[src/rtl/mma_ram.sv]
module mma_ram #(
  parameter int WIDTH = 12,
  parameter int DEPTH = 256
) (
  input  logic                     clk,
  input  logic                     wr_en,
  input  logic [$clog2(DEPTH)-1:0] wr_addr,
  input  logic [WIDTH-1:0]         wr_data,
  input  logic                     rd_en,
  input  logic [$clog2(DEPTH)-1:0] rd_addr,
  output logic [WIDTH-1:0]         rd_data
);

  logic [WIDTH-1:0] mem [DEPTH];

  always_ff @(posedge clk) begin
    if (wr_en) begin
      mem[wr_addr] <= wr_data;
    end
    if (rd_en) begin
      rd_data <= mem[rd_addr];
    end
  end

endmodule

[config.mk]
export PLATFORM = sky130hd
export DESIGN_NAME = mma_ram
export DESIGN_NICKNAME = d
export VERILOG_FILES = /design/src/rtl/mma_ram.sv
export SDC_FILE = /design/constraint.sdc
export NUM_CORES = 2
export LEC_CHECK = 0
export BUFFER_PORTS_ARGS = -buffer_cell sky130_fd_sc_hd__buf_2
export CORE_ASPECT_RATIO = 0.9
export CORE_UTILIZATION = 55
export CTS_BUF_LIST = sky130_fd_sc_hd__clkbuf_4 sky130_fd_sc_hd__clkbuf_8
export DETAILED_ROUTE_END_ITERATION = 6
export PLACE_DENSITY = 0.71
export SLEW_MARGIN = 0
export SYNTH_ARGS = -nofsm -noshare
export SYNTH_HDL_FRONTEND = slang
export SYNTH_SLANG_ARGS = --single-unit
[constraint.sdc]
create_clock -name clk -period 3.1 [get_ports clk]
set_input_delay 0 -clock clk [delete_from_list [all_inputs] [get_ports clk]]
set_output_delay 0 -clock clk [all_outputs]
set_load 0.05 [all_outputs]
==> results_dict.tcl <==
set metrics [dict create \
    dr.pass1.iters 7 \
    cp-start-kind "register" \
    core_mm2 0.214 \
    drt_iter0_markers 8650 \
    path_buf_inv 1 \
    placed_area_mm2 0.126 \
    clockRootBuffer "clkbuf_8" \
    slew_viol_final 0 \
    grtUsageMet2 0.428 \
    fin_crit_ns 2.91 \
    cp_num_cells 7 \
    combinationalPowerShare 0.057 \
    finClkSkew_ns 0.108 \
    grt_use_total 0.283 \
    area_growth_pct 14.1 \
    fp.dieH_um 443 \
    grt_start_max_net_pins 109 \
    power_density_mw_per_mm2 609 \
    die_x_um 492 \
    synthTopCellsByArea "edfxtp_1, mux4_2, mux2i_1" \
    grt-ovfl-total 0 \
    post_cts_resized 0 \
    rows 161 \
    ys_top_cells_by_count "edfxtp_1, mux4_2, nor2_1" \
    r2r_slack_ns 0.19 \
    ant_nets 0 \
    stdcell_area_mm2 0.136 \
    reg2reg_from "mem[187][3]$_DFFE_PP_" \
    max_freq_mhz 343 \
    hp-class "primary input to register" \
    synth_edf_count 3084 \
    required_ns 3.98 \
    fin_nets 6383 \
    ys_ff_latch 3084 \
    reg2reg_depth 7 \
    postCtsSetupBuffers 0 \
    crit_start "mem[187][3]$_DFFE_PP_" \
    cellLeakagePower_nw 43.5 \
    ys_types 60 \
    vias_per_cell 6.48 \
    crit_chain "mux4_2, a22o_1, a221oi_1, o22ai_1, nor4_1, buf_4, nor4_1" \
    finalCritPeriodShare 0.940 \
    grt_pass1_wl_um 438000 \
    peakVddDrop_mv 0.556 \
    met1_usage 0.411 \
    worstPathArrival_ns 3.80 \
    grtUsageMet3 0.0635 \
    io_buffers 42 \
    drive_gt1_frac 0.306 \
    clkLatencyLatePin_ns 1.16 \
    p_seq_frac 0.558 \
    synth_top_area_cell "edfxtp_1" \
    tightest_slew_ns 1.18 \
    violations "DRC" \
    rsz0062_at_grt "false" \
    syn_inst 5506 \
    busiest_layer "met2" \
    clock_sinks 3084 \
    path_class "register to register" \
    worstReg2RegEnd "rd_data[3]$_DFFE_PP_" \
    power.internal_mw 64.3 \
    path_clk_slew_ns 0.06 \
    drt-wirelength-per-cell_um 32.1 \
    cts_buffers 470 \
    cp_common_cell "nor4_1" \
    end_kind "register" \
    finalSetupTns_ns 0 \
    dp_slack_ns -0.289 \
    outcome "complete, but fails checks" \
    synth_top_area_frac 0.780 \
    critPathSlowestCell "nor4_1" \
    io_pins 43 \
    ys_seq_area_frac 0.780 \
    synth_area_mm2 0.119 \
    endpoint "rd_data[3]$_DFFE_PP_" \
    drc 8 \
    async_flop_share 0 \
    die-area_mm2 0.218 \
    cts_tree "built" \
    path_max_fanout 1 \
    finalSetupViolations 0 \
    synth_nets 5537 \
    swShare 0.221 \
    synth_ff_type "edfxtp_1" \
    place.gp.congestion 0.879 \
    p_sw_mw 18.2 \
    cp_top_family "compound AO/OA/AOI/OAI gates" \
    avgSynthCellArea_um2 21.6 \
    clockBufferDepth 4 \
    p_clk_frac 0.385 \
    synth.most_common_cell "edfxtp_1" \
    start_util 0.555 \
    grt_pass1_vias 60800 \
    setup_slack_ns 0.186 \
    antenna_found_initial 18 \
    dp_hpwl_um 191000 \
    vias 62100 \
    cts.htree.levels 5 \
    max-slew-margin-rel 0.212 \
    critPathMaxStageDelay_ns 0.76 \
    hold_violations 0 \
    synth_warnings 0 \
    wl_um 307000 \
    cap_violations 0 \
]
layout make-up:
cell class              count  area, um2
clock buffers             635       7750
diodes                     11       27.5
repair buffers            712       6510
flip-flops and latches   3084      92600
inverters                   3       11.3
well taps                2852       3570
fillers                 14200      78600
multi-input cells        2081      24000
clock inverters           197       1010
cells in the final DEF (no fill, tap or decap), types with 20 or more instances in the layout:
cell type,n
dlygate4sd3_1,41
clkbuf_4,158
mux2_2,28
a21oi_1,121
nor4_1,33
nand3_1,32
nor2b_1,33
o221ai_1,53
clkbuf_8,482
a211oi_1,20
clkinv_1,140
nor2_1,300
nand2_1,44
buf_2,27
mux2i_1,223
edfxtp_1,3084
mux4_2,636
buf_12,80
a22oi_1,215
clkinv_2,42
buf_4,549
o22ai_1,88
o21ai_0,34
nor3_1,33
per-stage QoR:
stage	power [mW]	hold slack [ns]	utilization	instances
2_1_floorplan	49.2	0.0989	-	5506
3_3_place_gp	51.4	0.479	0.589	8685
6_report	82.6	0.00783	0.633	9575
3_5_place_dp	51.5	0.479	0.589	8686
5_1_grt	84.7	0.0274	0.633	9568
4_1_cts	82.9	0.00274	0.633	9564
worst reg2reg max path: stages, from the launching register on:
cell	delay, ns
edfxtp_1	0.36
mux4_2	0.47
a22o_1	0.24
a221oi_1	0.43
o22ai_1	0.15
nor4_1	0.76
buf_4	0.23
nor4_1	0.05
metal layers:
layer  part of all wire  vias to the layer above
met1               0.38                    32300
met3               0.12                      622
met5            0.00078                        -
met2               0.46                     4103
li1                   -                    25100
met4              0.035                       16
cells by family (layout without fill, tap and decap cells):
group,count (synthesis),count (layout),synth area share
muxes,894,894,0.143
DFF,3084,3084,0.780
AOI/OAI and AO/OA,637,637,0.0374
other,0,11,0
buffers and inverters,341,1547,0.0183
and+or+nand+nor,550,550,0.0217
power by group through the flow:
stage          Sequential [mW]  Clock, mW  Combinational [mW]
2_1_floorplan             47.0          0                2.20
3_3_place_gp              46.9          0                4.47
3_5_place_dp              46.9          0                4.55
4_1_cts                   46.1       32.2                4.64
5_1_grt                   46.0       33.9                4.84
6_report                  46.1       31.8                4.68
registers in the layout, summed over array words and instances (netlist names):
signal	flops
rd_data	12
mem	3072
how the worst min path moves through the flow:
stage,from,end,cells after the start
after floorplan,wr_data[0],mem[0][0]$_DFFE_PP_,0
after global placement,wr_data[9],mem[18][9]$_DFFE_PP_,1
after detailed placement,wr_data[9],mem[18][9]$_DFFE_PP_,1
after CTS,wr_data[11],mem[253][11]$_DFFE_PP_,2
after global routing,rd_addr[2],rd_data[1]$_DFFE_PP_,5
final,wr_data[5],mem[17][5]$_DFFE_PP_,2
repair_timing:
item                                   4_1_cts  5_1_grt
endpoints found under the hold margin     5485        0
hold buffers                                46        0
setup endpoints to repair                    0        0
Power figures use the tool's default switching activity.
