[src/rtl/mma_pkg.sv]
package mma_pkg;

  // Width of every sample and average field on the channels.
  localparam int FIELD_BITS = 12;

  typedef logic [FIELD_BITS-1:0] field_t;

endpackage

[src/rtl/mma_slide.sv]
module mma_slide #(
  parameter int WIN_LOG2    = 8,
  parameter int SAMPLE_BITS = 12
) (
  input  logic                   clk,
  input  logic                   rst_n,
  input  logic                   step,
  input  logic [SAMPLE_BITS-1:0] sample,
  input  logic [SAMPLE_BITS-1:0] leaving,
  output mma_pkg::field_t        average
);
  import mma_pkg::*;

  localparam int TOTAL_BITS = WIN_LOG2 + SAMPLE_BITS;
  localparam int EXT_BITS   = (SAMPLE_BITS > FIELD_BITS) ? SAMPLE_BITS : FIELD_BITS;

  logic [TOTAL_BITS-1:0] total_r;
  logic [TOTAL_BITS-1:0] total_nxt;
  logic [EXT_BITS-1:0]   avg_ext;

  // Add the arriving sample, drop the one leaving the window.
  assign total_nxt = total_r + TOTAL_BITS'(sample) - TOTAL_BITS'(leaving);
  assign avg_ext   = EXT_BITS'(total_nxt[WIN_LOG2 +: SAMPLE_BITS]);
  assign average   = avg_ext[FIELD_BITS-1:0];

  always_ff @(posedge clk) begin
    if (!rst_n) begin
      total_r <= '0;
    end else if (step) begin
      total_r <= total_nxt;
    end
  end

endmodule

[config.mk]
export PLATFORM = sky130hd
export DESIGN_NAME = mma_slide
export DESIGN_NICKNAME = d
export VERILOG_FILES = /design/src/rtl/mma_pkg.sv /design/src/rtl/mma_slide.sv
export SDC_FILE = /design/constraint.sdc
export NUM_CORES = 1
export LEC_CHECK = 0
export ABC_AREA = 1
export BUFFER_PORTS_ARGS = -buffer_cell sky130_fd_sc_hd__buf_2
export CORE_UTILIZATION = 44
export CTS_CLUSTER_SIZE = 16
export DETAILED_ROUTE_END_ITERATION = 10
export GPL_ROUTABILITY_DRIVEN = 0
export GPL_TIMING_DRIVEN = 0
export SLEW_MARGIN = 20
export SYNTH_ARGS = -nofsm -noshare
export SYNTH_HDL_FRONTEND = slang
export SYNTH_SLANG_ARGS = --single-unit
[constraint.sdc]
create_clock -name clk -period 2.4 [get_ports clk]
set_clock_uncertainty 0.05 [all_clocks]
set_input_delay 0.12 -clock clk [delete_from_list [all_inputs] [get_ports clk]]
set_output_delay 0.12 -clock clk [all_outputs]
set_load 0.01 [all_outputs]
==> flow_summary.toml <==
[grt]
grt_pass1_vias = 2602
grt_pass1_wl_mm = 11.34
antenna_found_initial = 0
grt_max_degree = 11
grt.total_usage_pct = 23.57
grt_remaining_overflow = 0

[clocking]
root_buffer = "clkbuf_8"
cts_hold_buf = 0
cts.path.max_buffers = 2
clk_pin_slew_ns = 0.08
insertion_delay_ns = 0.26
cts_tree = "done"
clock-sinks = 20
h-tree-depth = 1
cts_buffers = 3

[layout]
regMostFlops = "total_r"
nNetsFinal = 539
synthToLayoutAreaGrowth_pct = 51.76
multi_input_area_um2 = 2123
drive_gt1_share_pct = 49.37
fillers = 453
largest_reg_flops = 20
largest_registers = "total_r x20"
antenna_cells = 0
fin_cells = 550
register_area_um2 = 410.4

[place]
post-dp-hpwl_mm = 4.480
dpl.cell_count = 513
portBuffers = 38
post-place-ws_ns = -0.1976

[drt]
totalWireLength_mm = 7.086
dr.pass1.iters = 4
dr.first_iter.drc_count = 82
ant_nets = 0
via_per_inst = 4.771
drc = 0
dr_total_vias = 2624
routedWlPerCell_um = 12.88

[worst_setup_path]
crit_fanout = 5
regToRegSetupSlack_ns = -0.08
cp.arrival_ns = 2.38
startpoint_type = "flop"
end_kind = "output pin"
reg2reg_from = "total_r[2]$_SDFFE_PN0P_"
reg2reg_depth = 18
r2r-end = "total_r[13]$_SDFFE_PN0P_"
worstSetupPathType = "reg -> out"
required_ns = 2.23
crit_start = "total_r[2]$_SDFFE_PN0P_"
crit_end = "average[4]"

[floorplan]
fp.coreArea_um2 = 5473
rows = 27
start_util_pct = 45.50
die_h_um = 77.23
die_area_um2 = 5964
ios = 39
die_w_um = 77.23

[timing]
fmax_ghz = 0.3916
hold_viol_final = 0
final.setup.tns_ns = -1.566
setup_violations = 16
drv_slew = 0
rsz0062_at_grt = "true"
whs_ns = 0.06025
timing.slew.headroom_pct = 65.04
period_needed_ns = 2.554
tightest_slew_ns = 0.5244
setup_ws_ns = -0.1536
finalCritPeriodShare_pct = 106.4

[outcome]
status = "complete, but fails checks"
violations = "setup timing"

[logic_synthesis]
ys_seq_elements = 20
yosys.area.top_type = "inv_1"
synthCells = 403
async_flop_share_pct = 0
synth_area_um2 = 2490
yosys-top-cells-area = "inv_1 (16%), dfxtp_1 (16%), nand2_1 (15%), ha_1 (10%), fa_1 (9.6%)"
post-synth-top-count-cell = "inv_1"
synth.distinct_cells = 28
synth_top_cell_area_share_pct = 16.43
synth_nets = 462
yosysWarnings = 0
synth_common_cells = "inv_1 (109), nand2_1 (100), a21oi_1 (32)"
synth_ff_type = "dfxtp_1"
ys_seq_area_share_pct = 16.08
syn_avg_cell_area_um2 = 6.178
synth-edff-count = 0

[pwr]
p_per_area_nw_per_um2 = 1163
seq_power_share_pct = 10.2
p_int_w = 0.002259
p_comb_share_pct = 84.3
p_clk_share_pct = 5.5
switching_share_pct = 48.59
p_switching_w = 0.002135
p_leak_nw = 2.098
vdd_ir_drop_max_mv = 0.5541

[worst_hold_path]
hold_path.class = "in -> reg"
hp-start = "rst_n"

[run]
max_cap_viol_count = 0
power by group through the flow:
stage          combinational (W)  clock [W]  sequential (W)
2_1_floorplan            0.00173          0        0.000434
3_3_place_gp             0.00220          0        0.000440
3_5_place_dp             0.00222          0        0.000442
4_1_cts                  0.00321   0.000252        0.000440
5_1_grt                  0.00400   0.000266        0.000455
6_report                 0.00371   0.000242        0.000446
final cells by class:
class / instances / share of cell area, %
Sequential cell: 20 / 10.86
Tap cell: 72 / 2.384
Buffer: 5 / 0.7616
Inverter: 113 / 11.23
Timing Repair Buffer: 84 / 17.48
Multi-Input combinational cell: 253 / 56.19
Clock buffer: 3 / 1.093
logic make-up (layout without fill, tap and decap cells):
group,count (synthesis),in the layout,synth area share [%]
AND/OR/NAND/NOR,162,162,28.49
buffers and inverters,130,205,21.81
AO/OA/AOI/OAI,49,49,10.40
adder cells (fa/ha/maj),32,32,19.70
flip-flops,20,20,16.08
XOR/XNOR,10,10,3.518
per-stage QoR:
stage / util (%) / power, W / area (um2)
floorplan: - / 0.002166 / 2490
global placement: 50.62 / 0.002639 / 2770
detailed placement: 50.62 / 0.002664 / 2770
CTS: 64.22 / 0.003901 / 3515
global route: 69.04 / 0.004722 / 3779
finish: 69.04 / 0.004394 / 3779
how the worst min path moves through the flow:
stage	endpoint	slack (ns)	cells after the start
final	total_r[1]$_SDFFE_PN0P_	0.06	3
after global routing	total_r[1]$_SDFFE_PN0P_	0.07	3
after CTS	total_r[1]$_SDFFE_PN0P_	0.06	3
after detailed placement	total_r[0]$_SDFFE_PN0P_	0.35	3
after floorplan	total_r[0]$_SDFFE_PN0P_	0.21	2
after global placement	total_r[0]$_SDFFE_PN0P_	0.35	3
critical path, cell delays in order (launching register included):
cell	delay (ns)
dfxtp_2	0.33
inv_2	0.04
fa_1	0.51
inv_2	0.05
ha_4	0.30
buf_6	0.10
nand3_2	0.07
nand3_2	0.10
nand3_2	0.11
nand2_4	0.14
nand2_2	0.07
nand2_1	0.06
nand2_1	0.06
nand2_1	0.08
buf_6	0.10
cell usage in the layout, fill, tap and decap left out, types with 12 or more instances in the layout:
master,netlist,layout
buf_6,0,26
a21oi_1,32,25
nand3_2,3,15
inv_1,109,85
dfxtp_1,20,12
nand2_4,0,12
buf_2,1,28
nand3_1,28,14
nand2_1,100,53
inv_2,3,27
buf_4,12,31
nand2_2,5,38
metal layers:
layer | wire length [um] | up-vias | GRT usage (%) | share of wire [%]
met2 | 3541 | 53 | 42.30 | 50
met5 | 0 | - | 0 | 0
li1 | - | 1346 | - | -
met4 | 155 | 0 | 5.283 | 2.2
met1 | 3199 | 1211 | 30.19 | 45
met3 | 188 | 14 | 2.143 | 2.7
timing repair:
action,CTS,global route
gates cloned,0,0
setup buffers,39,9
gates resized for setup,116,67
pin swaps,70,65
endpoints found under the setup margin,14,19
No activity file was read; power rests on OpenSTA's default activity.
